File: config.mk
export PLATFORM = sky130hd
export DESIGN_NAME = base64_encoder_line_wrapped_core
export DESIGN_NICKNAME = d
export VERILOG_FILES = /design/src/rtl/b64lw_pkg.sv /design/src/rtl/b64lw_encode.sv /design/src/rtl/b64lw_serial.sv /design/src/rtl/base64_encoder_line_wrapped_core.sv
export SDC_FILE = /design/constraint.sdc
export NUM_CORES = 1
export LEC_CHECK = 0
export ABC_AREA = 0
export BUFFER_PORTS_ARGS = -buffer_cell sky130_fd_sc_hd__clkbuf_2
export CAP_MARGIN = 20
export CORE_MARGIN = 4
export CORE_UTILIZATION = 30
export DETAILED_ROUTE_END_ITERATION = 6
export GPL_TIMING_DRIVEN = 0
export HOLD_SLACK_MARGIN = 0.15
export PLACE_DENSITY_LB_ADDON = 0.12
export SYNTH_ARGS = -nofsm -noshare
export SYNTH_HDL_FRONTEND = slang
export SYNTH_SLANG_ARGS = --single-unit
File: constraint.sdc
create_clock -name clk_i -period 3.2 [get_ports clk_i]
set_input_delay 0.64 -clock clk_i [delete_from_list [all_inputs] [get_ports clk_i]]
set_output_delay 0.64 -clock clk_i [all_outputs]
set_load 0.02 [all_outputs]
File: src/rtl/b64lw_pkg.sv
// Package for the line-wrapped base64 encoder.
// Holds the character constants, the phase codes, the result-pack type and
// the alphabet function. No dependencies.
`timescale 1ns / 1ps

package b64lw_pkg;

  // Width of the completed-group counter
  localparam int unsigned LineCntW = 5;

  // Position of the next byte within its three-byte group
  localparam logic [1:0] PH_FIRST  = 2'd0;
  localparam logic [1:0] PH_SECOND = 2'd1;
  localparam logic [1:0] PH_THIRD  = 2'd2;

  // Special characters
  localparam logic [7:0] CHAR_PAD = 8'h23;  // '#'
  localparam logic [7:0] CHAR_CR  = 8'h0d;
  localparam logic [7:0] CHAR_LF  = 8'h0a;
  localparam logic [7:0] CHAR_PLS = 8'h2b;  // '+'
  localparam logic [7:0] CHAR_MIN = 8'h2d;  // '-'

  // Up to four characters produced by one input byte
  typedef struct packed {
    logic [3:0][7:0] chars;     // chars[0] goes out first
    logic [1:0]      last_idx;  // index of the final character
  } pack_t;

  // Map a 6-bit value onto the alphabet A-Z a-z 0-9 + -
  function automatic logic [7:0] b64_sym(input logic [5:0] six);
    logic [7:0] v;
    v = {2'b00, six};
    if (six < 6'd26) begin
      return 8'(8'h41 + v);
    end else if (six < 6'd52) begin
      return 8'(8'h61 + v - 8'd26);
    end else if (six < 6'd62) begin
      return 8'(8'h30 + v - 8'd52);
    end else if (six == 6'd62) begin
      return CHAR_PLS;
    end else begin
      return CHAR_MIN;
    end
  endfunction

endpackage

File: src/rtl/b64lw_encode.sv
// Encoder stage: group phase, held bits and line counter, plus the pack
// register that holds the characters for one accepted byte.
// Depends on b64lw_pkg.
`timescale 1ns / 1ps

module b64lw_encode import b64lw_pkg::*; #(
  parameter int unsigned GROUPS_PER_LINE = 20
) (
  input  logic       clk_i,
  input  logic       rst_ni,
  input  logic       in_valid_i,
  output logic       in_ready_o,
  input  logic [7:0] data_byte_i,
  input  logic       last_byte_i,
  output logic       pk_valid_o,
  output pack_t      pk_o,
  input  logic       pk_take_i
);

  logic [1:0]          phase_q, phase_d;
  logic [3:0]          held_q, held_d;
  logic [LineCntW-1:0] groups_q, groups_d;
  logic                pk_valid_q, pk_valid_d;
  pack_t               pk_q, pk_d;
  logic [LineCntW-1:0] groups_inc;
  logic                accept;

  // Pack register frees up when the serializer takes it
  assign in_ready_o = !pk_valid_q || pk_take_i;
  assign accept     = in_valid_i && in_ready_o;
  assign groups_inc = groups_q + LineCntW'(1);

  // Characters and next state for the incoming byte
  always_comb begin
    phase_d  = phase_q;
    held_d   = held_q;
    groups_d = groups_q;
    pk_d     = '0;
    case (phase_q)
      PH_SECOND: begin
        pk_d.chars[0] = b64_sym({held_q[1:0], data_byte_i[7:4]});
        pk_d.last_idx = 2'd0;
        held_d        = data_byte_i[3:0];
        phase_d       = PH_THIRD;
        if (last_byte_i) begin
          pk_d.chars[1] = b64_sym({data_byte_i[3:0], 2'b00});
          pk_d.chars[2] = CHAR_PAD;
          pk_d.last_idx = 2'd2;
        end
      end
      PH_THIRD: begin
        pk_d.chars[0] = b64_sym({held_q, data_byte_i[7:6]});
        pk_d.chars[1] = b64_sym(data_byte_i[5:0]);
        pk_d.last_idx = 2'd1;
        held_d        = 4'd0;
        phase_d       = PH_FIRST;
        groups_d      = groups_inc;
        // line full: break and restart the count
        if (groups_inc >= LineCntW'(GROUPS_PER_LINE)) begin
          groups_d      = '0;
          pk_d.chars[2] = CHAR_CR;
          pk_d.chars[3] = CHAR_LF;
          pk_d.last_idx = 2'd3;
        end
      end
      default: begin
        // first byte of a group; the unused code acts the same
        pk_d.chars[0] = b64_sym(data_byte_i[7:2]);
        pk_d.last_idx = 2'd0;
        held_d        = {2'b00, data_byte_i[1:0]};
        phase_d       = PH_SECOND;
        if (last_byte_i) begin
          pk_d.chars[1] = b64_sym({data_byte_i[1:0], 4'b0000});
          pk_d.chars[2] = CHAR_PAD;
          pk_d.chars[3] = CHAR_PAD;
          pk_d.last_idx = 2'd3;
        end
      end
    endcase
    // end of message: back to a fresh start
    if (last_byte_i) begin
      phase_d  = PH_FIRST;
      held_d   = 4'd0;
      groups_d = '0;
    end
  end

  // Pack valid flag
  always_comb begin
    pk_valid_d = pk_valid_q;
    if (accept) begin
      pk_valid_d = 1'b1;
    end else if (pk_take_i) begin
      pk_valid_d = 1'b0;
    end
  end

  // Control state
  always_ff @(posedge clk_i or negedge rst_ni) begin
    if (!rst_ni) begin
      phase_q    <= PH_FIRST;
      held_q     <= 4'd0;
      groups_q   <= '0;
      pk_valid_q <= 1'b0;
    end else begin
      pk_valid_q <= pk_valid_d;
      if (accept) begin
        phase_q  <= phase_d;
        held_q   <= held_d;
        groups_q <= groups_d;
      end
    end
  end

  // Pack payload
  always_ff @(posedge clk_i) begin
    if (accept) begin
      pk_q <= pk_d;
    end
  end

  assign pk_valid_o = pk_valid_q;
  assign pk_o       = pk_q;

endmodule

File: src/rtl/b64lw_serial.sv
// Serializer: holds the pack being sent and walks through its characters,
// one per output request, flagging the final one.
// Depends on b64lw_pkg.
`timescale 1ns / 1ps

module b64lw_serial import b64lw_pkg::*; (
  input  logic       clk_i,
  input  logic       rst_ni,
  input  logic       pk_valid_i,
  input  pack_t      pk_i,
  output logic       pk_take_o,
  output logic       out_valid_o,
  input  logic       out_ready_i,
  output logic [7:0] out_char_o,
  output logic       end_of_run_o
);

  logic       cur_valid_q, cur_valid_d;
  pack_t      cur_q;
  logic [1:0] idx_q, idx_d;
  logic       fire, at_last;

  assign at_last   = (idx_q == cur_q.last_idx);
  assign fire      = cur_valid_q && out_ready_i;
  // Load the next pack once the current one is empty or finishing
  assign pk_take_o = pk_valid_i && (!cur_valid_q || (fire && at_last));

  // Index and valid update
  always_comb begin
    cur_valid_d = cur_valid_q;
    idx_d       = idx_q;
    if (pk_take_o) begin
      cur_valid_d = 1'b1;
      idx_d       = 2'd0;
    end else if (fire) begin
      if (at_last) begin
        cur_valid_d = 1'b0;
      end else begin
        idx_d = idx_q + 2'd1;
      end
    end
  end

  always_ff @(posedge clk_i or negedge rst_ni) begin
    if (!rst_ni) begin
      cur_valid_q <= 1'b0;
      idx_q       <= 2'd0;
    end else begin
      cur_valid_q <= cur_valid_d;
      idx_q       <= idx_d;
    end
  end

  always_ff @(posedge clk_i) begin
    if (pk_take_o) begin
      cur_q <= pk_i;
    end
  end

  assign out_valid_o  = cur_valid_q;
  assign out_char_o   = cur_q.chars[idx_q];
  assign end_of_run_o = at_last;

endmodule

File: src/rtl/base64_encoder_line_wrapped_core.sv
// Line-wrapped base64 encoder, one byte in, one to four characters out.
// A byte's characters pass through the encoder's pack register and then the
// serializer's current-pack register, loaded once the serializer is free.
// Throughput: one character per cycle on the output while m_axis_tready_i is
// high; a byte yields 1 to 4 characters, about 1.4 on average.
// Reset (rst_ni low, asynchronous) clears group phase, held bits, line count.
`timescale 1ns / 1ps

module base64_encoder_line_wrapped_core import b64lw_pkg::*; #(
  parameter int unsigned GROUPS_PER_LINE = 20
) (
  input  logic       clk_i,
  input  logic       rst_ni,
  input  logic       s_axis_tvalid_i,
  output logic       s_axis_tready_o,
  input  logic [7:0] s_axis_tdata_i,   // [7:0] data_byte
  input  logic       s_axis_tlast_i,   // last_byte
  output logic       m_axis_tvalid_o,
  input  logic       m_axis_tready_i,
  output logic [7:0] m_axis_tdata_o,   // [7:0] out_char
  output logic       m_axis_tlast_o    // end_of_run
);

  logic  pk_valid;
  pack_t pk;
  logic  pk_take;

  // Byte to character pack
  b64lw_encode #(
    .GROUPS_PER_LINE(GROUPS_PER_LINE)
  ) u_encode (
    .clk_i      (clk_i),
    .rst_ni     (rst_ni),
    .in_valid_i (s_axis_tvalid_i),
    .in_ready_o (s_axis_tready_o),
    .data_byte_i(s_axis_tdata_i),
    .last_byte_i(s_axis_tlast_i),
    .pk_valid_o (pk_valid),
    .pk_o       (pk),
    .pk_take_i  (pk_take)
  );

  // Pack to character stream
  b64lw_serial u_serial (
    .clk_i       (clk_i),
    .rst_ni      (rst_ni),
    .pk_valid_i  (pk_valid),
    .pk_i        (pk),
    .pk_take_o   (pk_take),
    .out_valid_o (m_axis_tvalid_o),
    .out_ready_i (m_axis_tready_i),
    .out_char_o  (m_axis_tdata_o),
    .end_of_run_o(m_axis_tlast_o)
  );

endmodule

Word level (Yosys, flattened, before mapping)
Index checks and enable logic that the tools add are counted.
- add/sub/neg operators: 32
- order comparisons: 20
- equality and inequality tests: 8
- multiplexer cells: 47
- reductions and logical operators: 15
- operators by type and width (cell ; number):
    8-bit 2-to-1 mux ; 19
    7-bit by 6-bit adder with 8-bit output (first input constant) ; 12
    6-bit < comparator (second input constant) ; 12
    26-bit case mux with 2 select lines ; 1
    8-bit by 5-bit subtractor with 8-bit output (second input constant) ; 6
    8-bit by 6-bit subtractor with 8-bit output (second input constant) ; 6
    6-bit by 6-bit adder with 7-bit output (first input constant) ; 6
    6-bit by 5-bit < comparator with 1-bit output (second input constant) ; 6
    6-bit equality test (second input constant) ; 4
    22-bit 2-to-1 mux ; 1
    8-bit binary-select mux with 2-bit select ; 1
    5-bit 2-to-1 mux ; 3
    14-bit 2-to-1 mux ; 1
    2-bit 2-to-1 mux ; 7
    12-bit 2-to-1 mux ; 1
    3-bit 2-to-1 mux ; 4
    6-bit case mux with 2 select lines ; 1
    4-bit case mux with 2 select lines ; 1
    2-bit nonzero test ; 4
    2-bit AND reduction ; 3
    5-bit by 1-bit adder with 5-bit output (second input constant) ; 1
    5-bit greater-or-equal comparator (second input constant) ; 1
    1-bit 2-to-1 mux ; 5
    1-bit logical AND ; 4
    other kinds (10) ; 12
- bits in registers: 83
- word-level logic and storage cells: 138

Depth between registers and ports, before layout
- word-level depth: 7
- mapped depth: 10
- mapped depth without buffers: 7

Hierarchy
Synthesis repeated with hierarchy kept, for this count alone.
- cell total of the unflattened synthesis: 503
- area, all modules: 4918.5 sq um
- modules (own cells, without submodules) (module ; instances ; cells each ; area each (sq um) ; sequential area each (sq um)):
    b64lw_encode ; 1 ; 434 ; 3473.3 ; 960.9
    b64lw_serial ; 1 ; 69 ; 1445.1 ; 1096.1

Least setup slack after synthesis
No wires, ideal clock.
- kind: input -> register
- start point: input port s_axis_tdata_i[7]
- end point: register u_encode.pk_q (netlist bit u_encode.pk_o[4]), data pin
- library setup time: 259 ps
- arrival: 2354 ps
- slack: 587 ps
- stages: 10
- path buffers: 3
- cells stage by stage: buf_4 -> buf_2 -> inv_1 -> ha_1 -> nor2b_1 -> buf_2 -> nand4_1 -> a31oi_1 -> a211oi_1 -> o31a_1
- RTL lines (what ; line ; source):
    start, declared ; base64_encoder_line_wrapped_core.sv:16 ; input logic [7:0] s_axis_tdata_i,
    end signal, assigned ; b64lw_encode.sv:118 ; pk_q <= pk_d;
    end, declared ; b64lw_encode.sv:24 ; pack_t pk_q, pk_d;

==> run summary <==
outcome: complete, no violations
std cell rows: 44
CTS Sinks: 59
DRC: 0
vias in the first global route: 3,830
VDD IR max: 0.2864 mV
number of antenna violations at the first check in global routing: 0
GP Congestion: 0.8753
RSZ-0062 raised after global routing: false
post-route minimum period: 2986 ps
final hold vios: 0
area of the mapped netlist: 4508 um^2
fin worst setup slack: 214.2 ps
Num CTS Buffers: 9
Yosys warning total: 0
maxcap violations: 0
Syn-to-layout area delta: 14.10%
worst stage delay on the critical path: 330 ps
Core ar.: 14,640 um^2
antenna-violating nets left: 0
Ports: 24
layout cells sized above 1: 12.38%
# diodes: 0
Seq/Total Area, Yosys: 37.64%
Worst setup SP type: primary input
Synth cell types: 58
Yosys top cell area share: 29.31%
Max FO, Critical Path: 10
critical path's slowest cell: ha_1
post-CTS sizing: 0
CTS H-Tree Depth: 3
Async S/R FF share, synth: 25.42%
largest cells by area after synthesis: edfxtp_1, dfrtp_1, ha_1
Slew @ Worst Pin: 1038 ps
GRT Total Usage: 15.59%
Hold WC Path Type: primary input to asynchronous set/reset pin
clock slew at the register clock pins of the worst setup and hold paths: 50 ps
clock skew: 4.618 ps
Root Driver: clkbuf_16
Required @ worst endpoint: 3250 ps
largest net degree at the start of global routing: 29
Final Setup Violations: 0
routed wire length: 12,800 um
Die Width: 130.6 um
first-pass iteration count of the detailed router: 5
Syn Inst Count: 486
Place WS: -90.13 ps
Mapped Nets: 528
CP endpoint kind: flop
Max transition margin: 30.75%
clk buf depth: 2
gr ovfl total: 0
Critical Path Start: s_axis_tdata_i[7]
area leader, netlist: edfxtp_1
cell mode on critical path: buf_2
cts-stage hold buffer count: 0
Tcrit/Tclk final: 93.31%
Buf/Inv on CP: 5
Worst path top cell family by delay: buffers and inverters
Max Transition Viols Final: 0
synth cell count leaders: edfxtp_1, nand2_1, o21ai_0
worst reg2reg startpoint: u_encode.held_q[0]
CTS tree: yes
global-route wire length before repair: 20,790 um
starting density of the core: 30.78%
dpl cells: 693
Leakage: 1.982 nW
maximum clock rate: 334.9 MHz
nets: 562
Routed wire per std cell: 18.05 um
Finished Layout Cells: 709
DR vias/cell: 5.513
dpl hpwl: 9756 um
Die Ht: 130.6 um
worst-path cell chain: clkbuf_2 > buf_4 > buf_2 > inv_1 > ha_1 > nor2b_1 > buf_2 > nand4_1 > a31oi_1 > a211oi_1 > o31a_1
Post-CTS Setup Inserts: 0
top-count cell post-synth: edfxtp_1
Worst EP arrival: 3040 ps
ys flop type: edfxtp_1
port bufs: 22
Die Area: 17,050 um^2
Syn Area/Cell: 9.276 um^2
Synth Register Bits: 59
Starting DRT DRC Count: 341
Power Density: 744.4 nW/um^2
Post-synth EDFFs: 44
detailed-route via count: 3,909
WS Path Type: primary input to flop
Skew-Pair Late Insertion Delay: 310 ps
-- area by class of cell --
class	instances	area, um^2
fillers	1525	9500
repair buffers	23	125.1
clock inverters	4	41.29
well taps	184	230.2
plain buffers	32	143.9
flip-flops and latches	59	1697
clock buffers	12	236.5
inverters	27	101.3
multi-input cells	368	2569
-- path summary, 6_finish.rpt --
path	endpoint	slack (ps)	cells after the start
setup / recovery	u_encode.pk_o[4]	210	11
hold / removal	u_serial.idx_q[1]	240	1
setup reg to reg	u_encode.pk_o[6]	500	8
hold reg to reg	u_serial.cur_q[18]	420	0
max in group asynchronous	u_serial.out_valid_o	2670	1
min in group clk_i	u_serial.cur_q[18]	420	0
-- report_power, final --
part / leakage (nW) / internal (mW) / switching (mW)
clock network: 0.133 / 0.593 / 0.293
registers: 0.593 / 1.14 / 0.125
logic: 1.26 / 0.588 / 1.09
total: 1.98 / 2.32 / 1.50
-- worst reg2reg max path, cell delays in order, from the launching register on --
cell and delay, ps:
dfrtp_1 490, buf_2 290, inv_1 160, ha_1 290
nor2b_1 400, a221oi_1 110, a311oi_1 280, a311oi_1 90
a221o_1 330
-- cells by family (layout without fill, tap and decap cells) --
family	Yosys count	count (layout)	share of synthesized area [%]
fa+ha+maj	29	29	8.049
xor+xnor	26	26	5.051
simple gates	147	147	16.43
flops	59	59	37.64
buf+inv	59	98	5.440
mux	12	12	3.553
compound gates	154	154	23.84
-- through the flow --
stage	power [mW]	TNS, ps	area, um^2	util [%]	hold WS, ps
final	3.829	0	5144	35.12	244.7
after global routing	4.121	0	5144	35.12	261.3
after global placement	2.937	-281.4	4848	33.11	403.8
after CTS	3.877	0	5144	35.12	241.6
after floorplan	2.428	0	4508	-	344.4
after detailed placement	2.966	-223.3	4866	33.23	406.2
-- per-layer routing --
layer  global-route usage [%]  up-vias  part of all wire, %
met5                        0        -                    0
met4                    4.598        0                  1.4
met3                    2.967       13                  3.9
met2                    25.07      112                   48
met1                    21.41     1892                   47
li1                         -     1892                    -
-- state kept, by name (all words and copies together) (netlist names) --
register              count
u_encode.held_q           4
u_serial.out_valid_o      1
u_encode.pk_valid_o       1
u_serial.idx_q            2
u_encode.pk_o            22
u_encode.groups_q         5
u_serial.cur_q           22
u_encode.phase_q          2
-- placed cells by master, fill, tap and decap left out, drive strengths merged, types with 4 or more instances in the layout --
| master | instances |
|---|---|
| ha | 29 |
| o31a | 5 |
| a221oi | 8 |
| o311ai | 6 |
| nand3b | 4 |
| nor3 | 14 |
| nor2b | 10 |
| nand3 | 23 |
| nand2b | 12 |
| o21ai | 38 |
| a31oi | 8 |
| a21oi | 24 |
| nand4 | 10 |
| inv | 27 |
| clkbuf | 47 |
| nor2 | 22 |
| a211oi | 5 |
| buf | 20 |
| xnor2 | 17 |
| a311oi | 4 |
| o22ai | 6 |
| edfxtp | 44 |
| nand2 | 40 |
| o211ai | 8 |
| mux2i | 7 |
| o21bai | 4 |
| a21o | 8 |
| o221ai | 6 |
| dfrtp | 15 |
| xor2 | 9 |
| a21boi | 5 |
Power figures use the tool's default switching activity.
